$ cat src/snpm_pkg.sv
// shared constants, opcodes and controller/datapath interface types
// used by every module of the nearest point matcher
`timescale 1ns / 1ps

package snpm_pkg;

	localparam int MAX_POINTS  = 16;
	localparam int COORD_W     = 12;
	localparam int OP_W        = 2;
	localparam int MATCH_IDX_W = 4;
	localparam int IDX_W       = (MAX_POINTS > 1) ? $clog2(MAX_POINTS) : 1;
	localparam int CNT_W       = $clog2(MAX_POINTS + 1);
	localparam int SQ_W        = 2 * COORD_W;
	localparam int DIST_W      = SQ_W + 1;
	localparam int PIPE_DEPTH  = 3;

	localparam logic [COORD_W-1:0] TOL_RESET = COORD_W'(10);

	// input opcodes
	localparam logic [OP_W-1:0] OP_CLEAR = 2'd0;
	localparam logic [OP_W-1:0] OP_LOAD  = 2'd1;
	localparam logic [OP_W-1:0] OP_QUERY = 2'd2;

	// controller to datapath
	typedef struct packed {
		logic clear;
		logic load;
		logic start;
		logic issue;
		logic publish;
	} snpm_cmd_t;

	// datapath to controller
	typedef struct packed {
		logic empty;
		logic scan_last;
	} snpm_sts_t;

endpackage

$ cat src/stereo_nearest_point_matcher_unit.sv
// top level of the stereo nearest point matcher
// depends on snpm_pkg, snpm_ctrl and snpm_dp
//
//   channel   direction   handshake             payload
//   in        input       in_valid / in_stall   opcode, point_x, point_y
//   out       output      out_valid / out_stall match_found, match_index
//   cfg       input       cfg_we                cfg_wdata (y tolerance)
//
// clear and load transactions are taken back to back
// a query stalls the input until its result is published:
// one distance pipeline walks the point store one entry a cycle, then drains
// reset is asynchronous, active low; the tolerance returns to 10 and the store count to 0
// a query result waits in the output register while out_stall is high; a following
// clear or load is still taken, the next result waits until that register frees
`timescale 1ns / 1ps

module stereo_nearest_point_matcher_unit (
	input  logic                               clk,
	input  logic                               arst_n,
	input  logic                               in_valid,
	output logic                               in_stall,
	input  logic [snpm_pkg::OP_W-1:0]          opcode,
	input  logic [snpm_pkg::COORD_W-1:0]       point_x,
	input  logic [snpm_pkg::COORD_W-1:0]       point_y,
	output logic                               out_valid,
	input  logic                               out_stall,
	output logic                               match_found,
	output logic [snpm_pkg::MATCH_IDX_W-1:0]   match_index,
	input  logic                               cfg_we,
	input  logic [snpm_pkg::COORD_W-1:0]       cfg_wdata
);
	import snpm_pkg::*;

	snpm_cmd_t cmd;
	snpm_sts_t sts;

	// sequencing
	snpm_ctrl u_ctrl (
		.clk       (clk),
		.arst_n    (arst_n),
		.in_valid  (in_valid),
		.in_stall  (in_stall),
		.opcode    (opcode),
		.out_valid (out_valid),
		.out_stall (out_stall),
		.sts       (sts),
		.cmd       (cmd)
	);

	// store and distance search
	snpm_dp u_dp (
		.clk         (clk),
		.arst_n      (arst_n),
		.point_x     (point_x),
		.point_y     (point_y),
		.cfg_we      (cfg_we),
		.cfg_wdata   (cfg_wdata),
		.cmd         (cmd),
		.sts         (sts),
		.match_found (match_found),
		.match_index (match_index)
	);

endmodule

$ cat src/snpm_ctrl.sv
// sequencing state machine of the matcher: handshakes, scan and drain control
// depends on snpm_pkg
`timescale 1ns / 1ps

module snpm_ctrl (
	input  logic                        clk,
	input  logic                        arst_n,
	input  logic                        in_valid,
	output logic                        in_stall,
	input  logic [snpm_pkg::OP_W-1:0]   opcode,
	output logic                        out_valid,
	input  logic                        out_stall,
	input  snpm_pkg::snpm_sts_t         sts,
	output snpm_pkg::snpm_cmd_t         cmd
);
	import snpm_pkg::*;

	typedef enum logic [1:0] {
		ST_IDLE,
		ST_SCAN,
		ST_DRAIN,
		ST_FINISH
	} state_t;

	localparam int DRAIN_W = (PIPE_DEPTH > 1) ? $clog2(PIPE_DEPTH) : 1;
	localparam logic [DRAIN_W-1:0] DRAIN_LAST = DRAIN_W'(PIPE_DEPTH - 1);

	state_t               state_q;
	logic [DRAIN_W-1:0]   drain_q;
	logic                 out_valid_q;
	logic                 accept;

	// input transactions are taken only between queries
	assign in_stall = (state_q != ST_IDLE);
	assign accept   = in_valid && (state_q == ST_IDLE);
	assign out_valid = out_valid_q;

	// command decode
	always_comb begin
		cmd         = '0;
		cmd.issue   = (state_q == ST_SCAN);
		cmd.publish = (state_q == ST_FINISH) && (!out_valid_q || !out_stall);
		if (accept) begin
			case (opcode)
				OP_CLEAR: cmd.clear = 1'b1;
				OP_LOAD:  cmd.load  = 1'b1;
				OP_QUERY: cmd.start = 1'b1;
				default:  ;
			endcase
		end
	end

	// state and registered outputs
	always_ff @(posedge clk or negedge arst_n) begin
		if (!arst_n) begin
			state_q     <= ST_IDLE;
			drain_q     <= '0;
			out_valid_q <= 1'b0;
		end else begin
			case (state_q)
				ST_IDLE: begin
					drain_q <= '0;
					if (cmd.start) begin
						state_q <= sts.empty ? ST_DRAIN : ST_SCAN;
					end
				end
				ST_SCAN: begin
					drain_q <= '0;
					if (sts.scan_last) begin
						state_q <= ST_DRAIN;
					end
				end
				ST_DRAIN: begin
					if (drain_q == DRAIN_LAST) begin
						state_q <= ST_FINISH;
					end else begin
						drain_q <= drain_q + DRAIN_W'(1);
					end
				end
				ST_FINISH: begin
					if (cmd.publish) begin
						state_q <= ST_IDLE;
					end
				end
				default: state_q <= ST_IDLE;
			endcase

			// result register occupancy
			if (cmd.publish) begin
				out_valid_q <= 1'b1;
			end else if (out_valid_q && !out_stall) begin
				out_valid_q <= 1'b0;
			end
		end
	end

endmodule

$ cat src/snpm_dp.sv
// datapath: point store, distance pipeline, best tracker and result register
// depends on snpm_pkg
`timescale 1ns / 1ps

module snpm_dp (
	input  logic                               clk,
	input  logic                               arst_n,
	input  logic [snpm_pkg::COORD_W-1:0]       point_x,
	input  logic [snpm_pkg::COORD_W-1:0]       point_y,
	input  logic                               cfg_we,
	input  logic [snpm_pkg::COORD_W-1:0]       cfg_wdata,
	input  snpm_pkg::snpm_cmd_t                cmd,
	output snpm_pkg::snpm_sts_t                sts,
	output logic                               match_found,
	output logic [snpm_pkg::MATCH_IDX_W-1:0]   match_index
);
	import snpm_pkg::*;

	// point store
	logic [COORD_W-1:0] mem_x [MAX_POINTS];
	logic [COORD_W-1:0] mem_y [MAX_POINTS];

	logic [COORD_W-1:0]  tol_q;
	logic [CNT_W-1:0]    count_q;
	logic [IDX_W-1:0]    scan_idx_q;
	logic [COORD_W-1:0]  qx_q;
	logic [COORD_W-1:0]  qy_q;

	logic [COORD_W-1:0]  rd_x_s1, rd_y_s1;
	logic [IDX_W-1:0]    idx_s1;
	logic                vld_s1;

	logic [COORD_W-1:0]  dx_s2, dy_s2;
	logic [IDX_W-1:0]    idx_s2;
	logic                ok_s2, vld_s2;

	logic [SQ_W-1:0]     sqx_s3, sqy_s3;
	logic [IDX_W-1:0]    idx_s3;
	logic                ok_s3, vld_s3;

	logic [DIST_W-1:0]   best_dist_q;
	logic [IDX_W-1:0]    best_idx_q;
	logic                found_q;

	logic                match_found_q;
	logic [MATCH_IDX_W-1:0] match_index_q;

	logic                          not_full;
	logic [COORD_W-1:0]            dx_c, dy_c;
	logic [DIST_W-1:0]             dist_c;
	logic                          better_c;
	logic [IDX_W+MATCH_IDX_W-1:0]  best_idx_ext;

	// status back to the controller
	assign not_full      = (count_q != CNT_W'(MAX_POINTS));
	assign sts.empty     = (count_q == '0);
	assign sts.scan_last = ((CNT_W'(scan_idx_q) + CNT_W'(1)) == count_q);

	// tolerance register
	always_ff @(posedge clk or negedge arst_n) begin
		if (!arst_n) begin
			tol_q <= TOL_RESET;
		end else if (cfg_we) begin
			tol_q <= cfg_wdata;
		end
	end

	// store writes
	always_ff @(posedge clk) begin
		if (cmd.load && not_full) begin
			mem_x[count_q[IDX_W-1:0]] <= point_x;
			mem_y[count_q[IDX_W-1:0]] <= point_y;
		end
	end

	// fill count and scan address
	always_ff @(posedge clk or negedge arst_n) begin
		if (!arst_n) begin
			count_q    <= '0;
			scan_idx_q <= '0;
		end else begin
			if (cmd.clear) begin
				count_q <= '0;
			end else if (cmd.load && not_full) begin
				count_q <= count_q + CNT_W'(1);
			end
			if (cmd.start) begin
				scan_idx_q <= '0;
			end else if (cmd.issue) begin
				scan_idx_q <= scan_idx_q + IDX_W'(1);
			end
		end
	end

	// query point capture
	always_ff @(posedge clk) begin
		if (cmd.start) begin
			qx_q <= point_x;
			qy_q <= point_y;
		end
	end

	// stage 1: registered store read
	always_ff @(posedge clk) begin
		rd_x_s1 <= mem_x[scan_idx_q];
		rd_y_s1 <= mem_y[scan_idx_q];
		idx_s1  <= scan_idx_q;
	end

	// stage 2: absolute differences and band test
	assign dx_c = (qx_q >= rd_x_s1) ? (qx_q - rd_x_s1) : (rd_x_s1 - qx_q);
	assign dy_c = (qy_q >= rd_y_s1) ? (qy_q - rd_y_s1) : (rd_y_s1 - qy_q);

	always_ff @(posedge clk) begin
		dx_s2  <= dx_c;
		dy_s2  <= dy_c;
		ok_s2  <= (dy_c <= tol_q);
		idx_s2 <= idx_s1;
	end

	// stage 3: squares
	always_ff @(posedge clk) begin
		sqx_s3 <= dx_s2 * dx_s2;
		sqy_s3 <= dy_s2 * dy_s2;
		ok_s3  <= ok_s2;
		idx_s3 <= idx_s2;
	end

	// pipeline valid bits
	always_ff @(posedge clk or negedge arst_n) begin
		if (!arst_n) begin
			vld_s1 <= 1'b0;
			vld_s2 <= 1'b0;
			vld_s3 <= 1'b0;
		end else begin
			vld_s1 <= cmd.issue;
			vld_s2 <= vld_s1;
			vld_s3 <= vld_s2;
		end
	end

	// sum and compare with the best so far; strict less keeps the earliest on a tie
	assign dist_c   = DIST_W'(sqx_s3) + DIST_W'(sqy_s3);
	assign better_c = vld_s3 && ok_s3 && (!found_q || (dist_c < best_dist_q));

	always_ff @(posedge clk or negedge arst_n) begin
		if (!arst_n) begin
			found_q <= 1'b0;
		end else if (cmd.start) begin
			found_q <= 1'b0;
		end else if (better_c) begin
			found_q <= 1'b1;
		end
	end

	always_ff @(posedge clk) begin
		if (better_c) begin
			best_dist_q <= dist_c;
			best_idx_q  <= idx_s3;
		end
	end

	// result register, low index bits only
	assign best_idx_ext = {{MATCH_IDX_W{1'b0}}, best_idx_q};

	always_ff @(posedge clk) begin
		if (cmd.publish) begin
			match_found_q <= found_q;
			match_index_q <= found_q ? best_idx_ext[MATCH_IDX_W-1:0] : '0;
		end
	end

	assign match_found = match_found_q;
	assign match_index = match_index_q;

endmodule

$ cat config.mk
export PLATFORM = sky130hd
export DESIGN_NAME = stereo_nearest_point_matcher_unit
export DESIGN_NICKNAME = d
export VERILOG_FILES = /design/src/snpm_pkg.sv /design/src/stereo_nearest_point_matcher_unit.sv /design/src/snpm_ctrl.sv /design/src/snpm_dp.sv
export SDC_FILE = /design/constraint.sdc
export NUM_CORES = 1
export LEC_CHECK = 0
export ABC_AREA = 1
export BUFFER_PORTS_ARGS = -buffer_cell sky130_fd_sc_hd__buf_2
export CORE_ASPECT_RATIO = 0.5
export CORE_MARGIN = 2
export CORE_UTILIZATION = 69
export DETAILED_ROUTE_END_ITERATION = 12
export GPL_ROUTABILITY_DRIVEN = 0
export PLACE_DENSITY_LB_ADDON = 0.1
export SYNTH_ARGS = -nofsm -noshare
export SYNTH_HDL_FRONTEND = slang
export SYNTH_HIERARCHICAL = 1
export SYNTH_SLANG_ARGS = --single-unit
$ cat constraint.sdc
create_clock -name clk -period 10.2 [get_ports clk]
set_clock_uncertainty 0.1 [all_clocks]
set_input_delay 0.51 -clock clk [delete_from_list [all_inputs] [get_ports clk]]
set_output_delay 0.51 -clock clk [all_outputs]
set_load 0.02 [all_outputs]
# After elaboration in Yosys (flattened, before gate mapping)
# Memory sizes are Yosys's and may differ from the RTL's. A register that Yosys moved wholly into a read port is not among the register bits.
# Cells that the tools add are included.
# word_totals
register_bits	174
mem_bits_rw	384
wordCells	102
output_inout_bits	7
input_bits	43
mem_count	2
# mem_list
name	depth	width	rd	rd_ports_with_merged_regs	write_ports	line	source
u_dp.mem_x	16	12	1	1	1	snpm_dp.sv:20	logic [COORD_W-1:0] mem_x [MAX_POINTS];
u_dp.mem_y	16	12	1	1	1	snpm_dp.sv:21	logic [COORD_W-1:0] mem_y [MAX_POINTS];
# classes
order_cmp	4
mux	24
n_eq_ne	13
n_reduce_logical	23
multipliers	2
add_sub_neg	9
# ops
operator	count
$mul A12 B12 Y24	2
$sub A12 B12 Y12	4
$add A24 B24 Y25	1
$lt A25 B25 Y1	1
$ge A12 B12 Y1	2
$mux W12	2
$le A12 B12 Y1	1
$mux W2	6
$reduce_bool A2 Y1	6
$mux W5	2
$mux W1	9
$eq A2 B2 Y1 const B	4
$mux W4	2
$ne A2 B2 Y1 const B	4
$pmux W2 S4	1
$logic_and A1 B1 Y1	6
$add A4 B1 Y5 const B	1
$add A5 B1 Y5 const B	1
$eq A5 B5 Y1	1
$logic_not A5 Y1	1
$ne A5 B5 Y1 const B	1
$add A4 B1 Y4 const B	1
$eq A2 B1 Y1 const B	2
$logic_not A2 Y1	2
other kinds (9)	12

# Depth between registers and ports, before layout
# logic_depth
depth_word	6
mapped_depth	23
depth_no_buf	22

# Hierarchy
# Netlist, hierarchy kept.
# modules_own_cells
mod	n_inst	seq_area_each_um2	cells_per_inst	area_per_inst_um2
snpm_dp	1	16062.9	3569	33953.8
snpm_ctrl	1	125.1	53	417.9

# Least setup slack after synthesis
# OpenSTA, ideal clock, no wires.
# synth_timing
path_type	register -> register
startpoint	register u_dp.dy_s2[6]
endpoint	register u_dp.sqy_s3[20]
path_slack_ps	5553
n_path_buf	1
t_required_ps	9988
path_stages_with_launch	21
setup_time_ps	112
arrival_ps	4435
period_less_slack_ps	4647
path_cell_list	dfxtp_1 clkbuf_1 nand2_1 inv_1 fa_1 fa_1 inv_1 fa_1 inv_1 fa_1 inv_1 fa_1 inv_1 ha_1 nand2_1 inv_1 nand2_1 o21ai_0 nand2_1 nand3_1 nand2_1
# synth_via
elab_chain_cells	1
# synth_rtl
item	line	source
from (decl)	snpm_dp.sv:33	logic [COORD_W-1:0] dx_s2, dy_s2;
from (signal assigned)	snpm_dp.sv:116	dy_s2 <= dy_c;
$mul A12 B12 Y24	snpm_dp.sv:124	sqy_s3 <= dy_s2 * dy_s2;
to (signal assigned)	snpm_dp.sv:124	
to (decl)	snpm_dp.sv:37	logic [SQ_W-1:0] sqx_s3, sqy_s3;
# Every way passes these cells.
# A chain may end at the register's enable or synchronous reset.

# Final worst setup path
# layout_timing
startpoint	register u_dp.dy_s2[3]
endpoint	register u_dp.sqy_s3[16]
# The elaborated chain is that of the path after synthesis.

==> impl_metrics.ini <==
[clock_network]
cts_tree = built
clk_latency_ns = 0.61
cts_buffers = 50
cts_resized = 0
path_clk_slew_ns = 0.07
ctsRootBufferMaster = clkbuf_16
cts_setup_buffers = 0
cts_buffer_depth = 3
cts.sinks = 580
cts_htree_levels = 2

[grt]
track_usage_pct = 30.3
use_met2_pct = 50.0
top_usage_layer = met2
grt_pass1_wl_um = 123000
groute.layer.met1.usage_pct = 41.0
grt_overflow = 0
grt_use_met3_pct = 5.32
grt_max_degree = 87
grt_antenna_before_repair = 2
first_global_vias = 24100

[yosys]
synth_top_cell_by_area = edfxtp_1
yosysSeqAreaShare_pct = 47.1
async_flop_share_pct = 5.17
synth_area_um2 = 34400
synth_area_per_cell_um2 = 9.49
synth_most_common_cell = nand2_1
synth_common_cells = 836 x nand2_1, 701 x inv_1, 442 x edfxtp_1
synth_edf_count = 442
ys_types = 54
synth_top_cell_area_share_pct = 38.6
syn_nets = 4061
synthCells = 3622
synth_warnings = 6
netlist_top_cells_area = edfxtp_1 39%, fa_1 9.4%, nand2_1 9.1%, ha_1 8.6%, inv_1 7.7%
ys_seq_elements = 580
synthFlopType = edfxtp_1

[worst_setup_path]
reg2reg_depth = 19
path_buf_inv = 6
endpoint_kind = flip-flop
arrival_ns = 5.42
worstSetupPathType = flip-flop to flip-flop
critical_path_depth = 19
cp.required_ns = 10.61
path_common_cell = inv_1
cp_top_family = adder cells
crit_path_start_kind = flip-flop
cp-startpoint = u_dp/dy_s2[3]$_DFF_P_
crit_chain = nand2_1 > inv_1 > fa_1 > fa_1 > inv_1 > fa_1 > inv_1 > fa_1 > inv_1 > fa_1 > inv_1 > ha_1 > nand2_1 > inv_1 > nand2_1 > o21ai_0 > nand2_1 > nand3_1 > nand2_1
r2r_start = u_dp/dy_s2[3]$_DFF_P_
reg2reg_slack_ns = 5.19
crit_path_max_fanout = 12
slowest_delay_ns = 0.63
slowest_stage = dfxtp_1

[sta]
fin_crit_sh_pct = 49.1
timing.fmax_ghz = 0.200
max-slew-margin-rel_pct = 20.8
hold_viol = 0
fin_crit_ns = 5.01
fin_setup_tns_ns = 0
worst_slack_ns = 5.19
slew_violations = 0
setup_viol = 0
worst_pin_slew_ns = 1.18
hold_ws_ns = 0.0326
rsz0062_at_grt = no

[placed_design]
dp_cells = 4224
pre_cts_ws_ns = 5.27
io_buffer_count = 49
hpwl_um = 50700

[floorplan]
start_util_pct = 70.4
coreArea_um2 = 48900
die_x_um = 320
fp.dieH_um = 162
die_area_um2 = 51700
rows = 57
ios = 50

[drt]
drc = 0
finalWirelength_um = 77000
drtIter0Drc = 2234
wl_per_cell_um = 17.8
dr.pass1.iters = 6
ant_nets = 0
routed_via_density = 5.71
vias = 24700

[final_layout]
fillers = 3340
area_delta_synth_final_pct = 6.96
final_nets = 4073
drive_above_1_share_pct = 5.74
final_cells = 4325

[flow_run]
cap_violations = 0

[worst_hold_path]
hp-class = primary input to flip-flop
hold_start = cfg_wdata[10]
min_path_cells = 3

[run_status]
status = finished clean
## path summary, 6_finish.rpt
kind	to
min reg2reg	u_dp/idx_s2[0]$_DFF_P_
max reg2reg	u_dp/sqy_s3[16]$_DFF_P_
min in group asynchronous	u_dp/tol_q[8]$_DFFE_PN0P_
max	u_dp/sqy_s3[16]$_DFF_P_
min	u_dp/tol_q[10]$_DFFE_PN0P_
max in group asynchronous	u_dp/scan_idx_q[0]$_DFFE_PN0P_
## through the flow
| step | utilization [%] | cell area, µm² |
|---|---|---|
| 2_1_floorplan | - | 34400 |
| 4_1_cts | 75.2 | 36800 |
| 6_report | 75.3 | 36800 |
| 3_3_place_gp | 71.7 | 35000 |
| 5_1_grt | 75.2 | 36800 |
| 3_5_place_dp | 71.7 | 35000 |
## cell type report
cell class              count  area, µm²  area share (%)
diodes                      2       5.00          0.0136
clock buffers              66       1350            3.68
clock inverters            26        333           0.905
inverters                 710       2670            7.25
multi-input cells        2222      15000            40.8
flip-flops and latches    580      16200            44.0
well taps                 649        812            2.21
repair buffers             70        420            1.14
## tightest hold or removal path: stages
cell and delay (ns):
buf_2 0.07, nand2_1 0.05, o21ai_0 0.07
## registers in the layout, summed over array words and instances (netlist names), 5 cells and up
| register | flops |
|---|---|
| u_dp/tol_q | 12 |
| u_dp/dy_s2 | 12 |
| u_dp/sqx_s3 | 23 |
| u_dp/mem_x | 192 |
| u_dp/count_q | 5 |
| u_dp/mem_y | 192 |
| u_dp/rd_y_s1 | 12 |
| u_dp/best_dist_q | 25 |
| u_dp/dx_s2 | 12 |
| u_dp/qx_q | 12 |
| u_dp/rd_x_s1 | 12 |
| u_dp/qy_q | 12 |
| u_dp/sqy_s3 | 23 |
## cell families (layout without fill, tap and decap cells)
| logic type | after synthesis | count (layout) | synth area share, % |
|---|---|---|---|
| xor gates and xnor gates | 74 | 74 | 1.89 |
| and+or+nand+nor | 1311 | 1311 | 15.7 |
| muxes | 1 | 1 | 0.0328 |
| adders and majority gates | 396 | 396 | 17.9 |
| AOI/OAI and AO/OA | 440 | 440 | 7.69 |
| buffers and inverters | 820 | 872 | 9.70 |
| DFF | 580 | 580 | 47.1 |
| other | 0 | 2 | 0 |
## routing by layer
metal	share of wire (%)	up-vias
li1	-	11700
met1	41	11800
met2	47	1052
met3	8.7	177
met4	3.1	0
met5	0	-
## placed cells by master, fill, tap and decap left out, drive strengths merged, types with 3 or more instances in the layout
cell           n
a21o          16
nand3        157
inv          711
a31oi          3
o21ai        157
clkbuf        66
nand4         28
dlygate4sd3    7
o2111ai       46
o211ai        47
xnor2         20
xor2          54
nor4           3
and2           3
nor2         244
o22ai          6
o21bai         5
buf           63
fa           161
a21boi         4
nor2b          3
nor3          13
nand2        850
or2            8
dfxtp        108
ha           235
clkinv        18
bufinv         6
edfxtp       442
o21a           5
a21oi        148
dfrtp         28
## repair_timing
item / in CTS / in global routing
hold buffers: 7 / 0
endpoints found under the hold margin: 34 / 0
setup endpoints to repair: 0 / 0
Power is left out: the tool's default activity adds up to more than one toggle a clock period on the data nets, which glitch-free logic cannot reach.
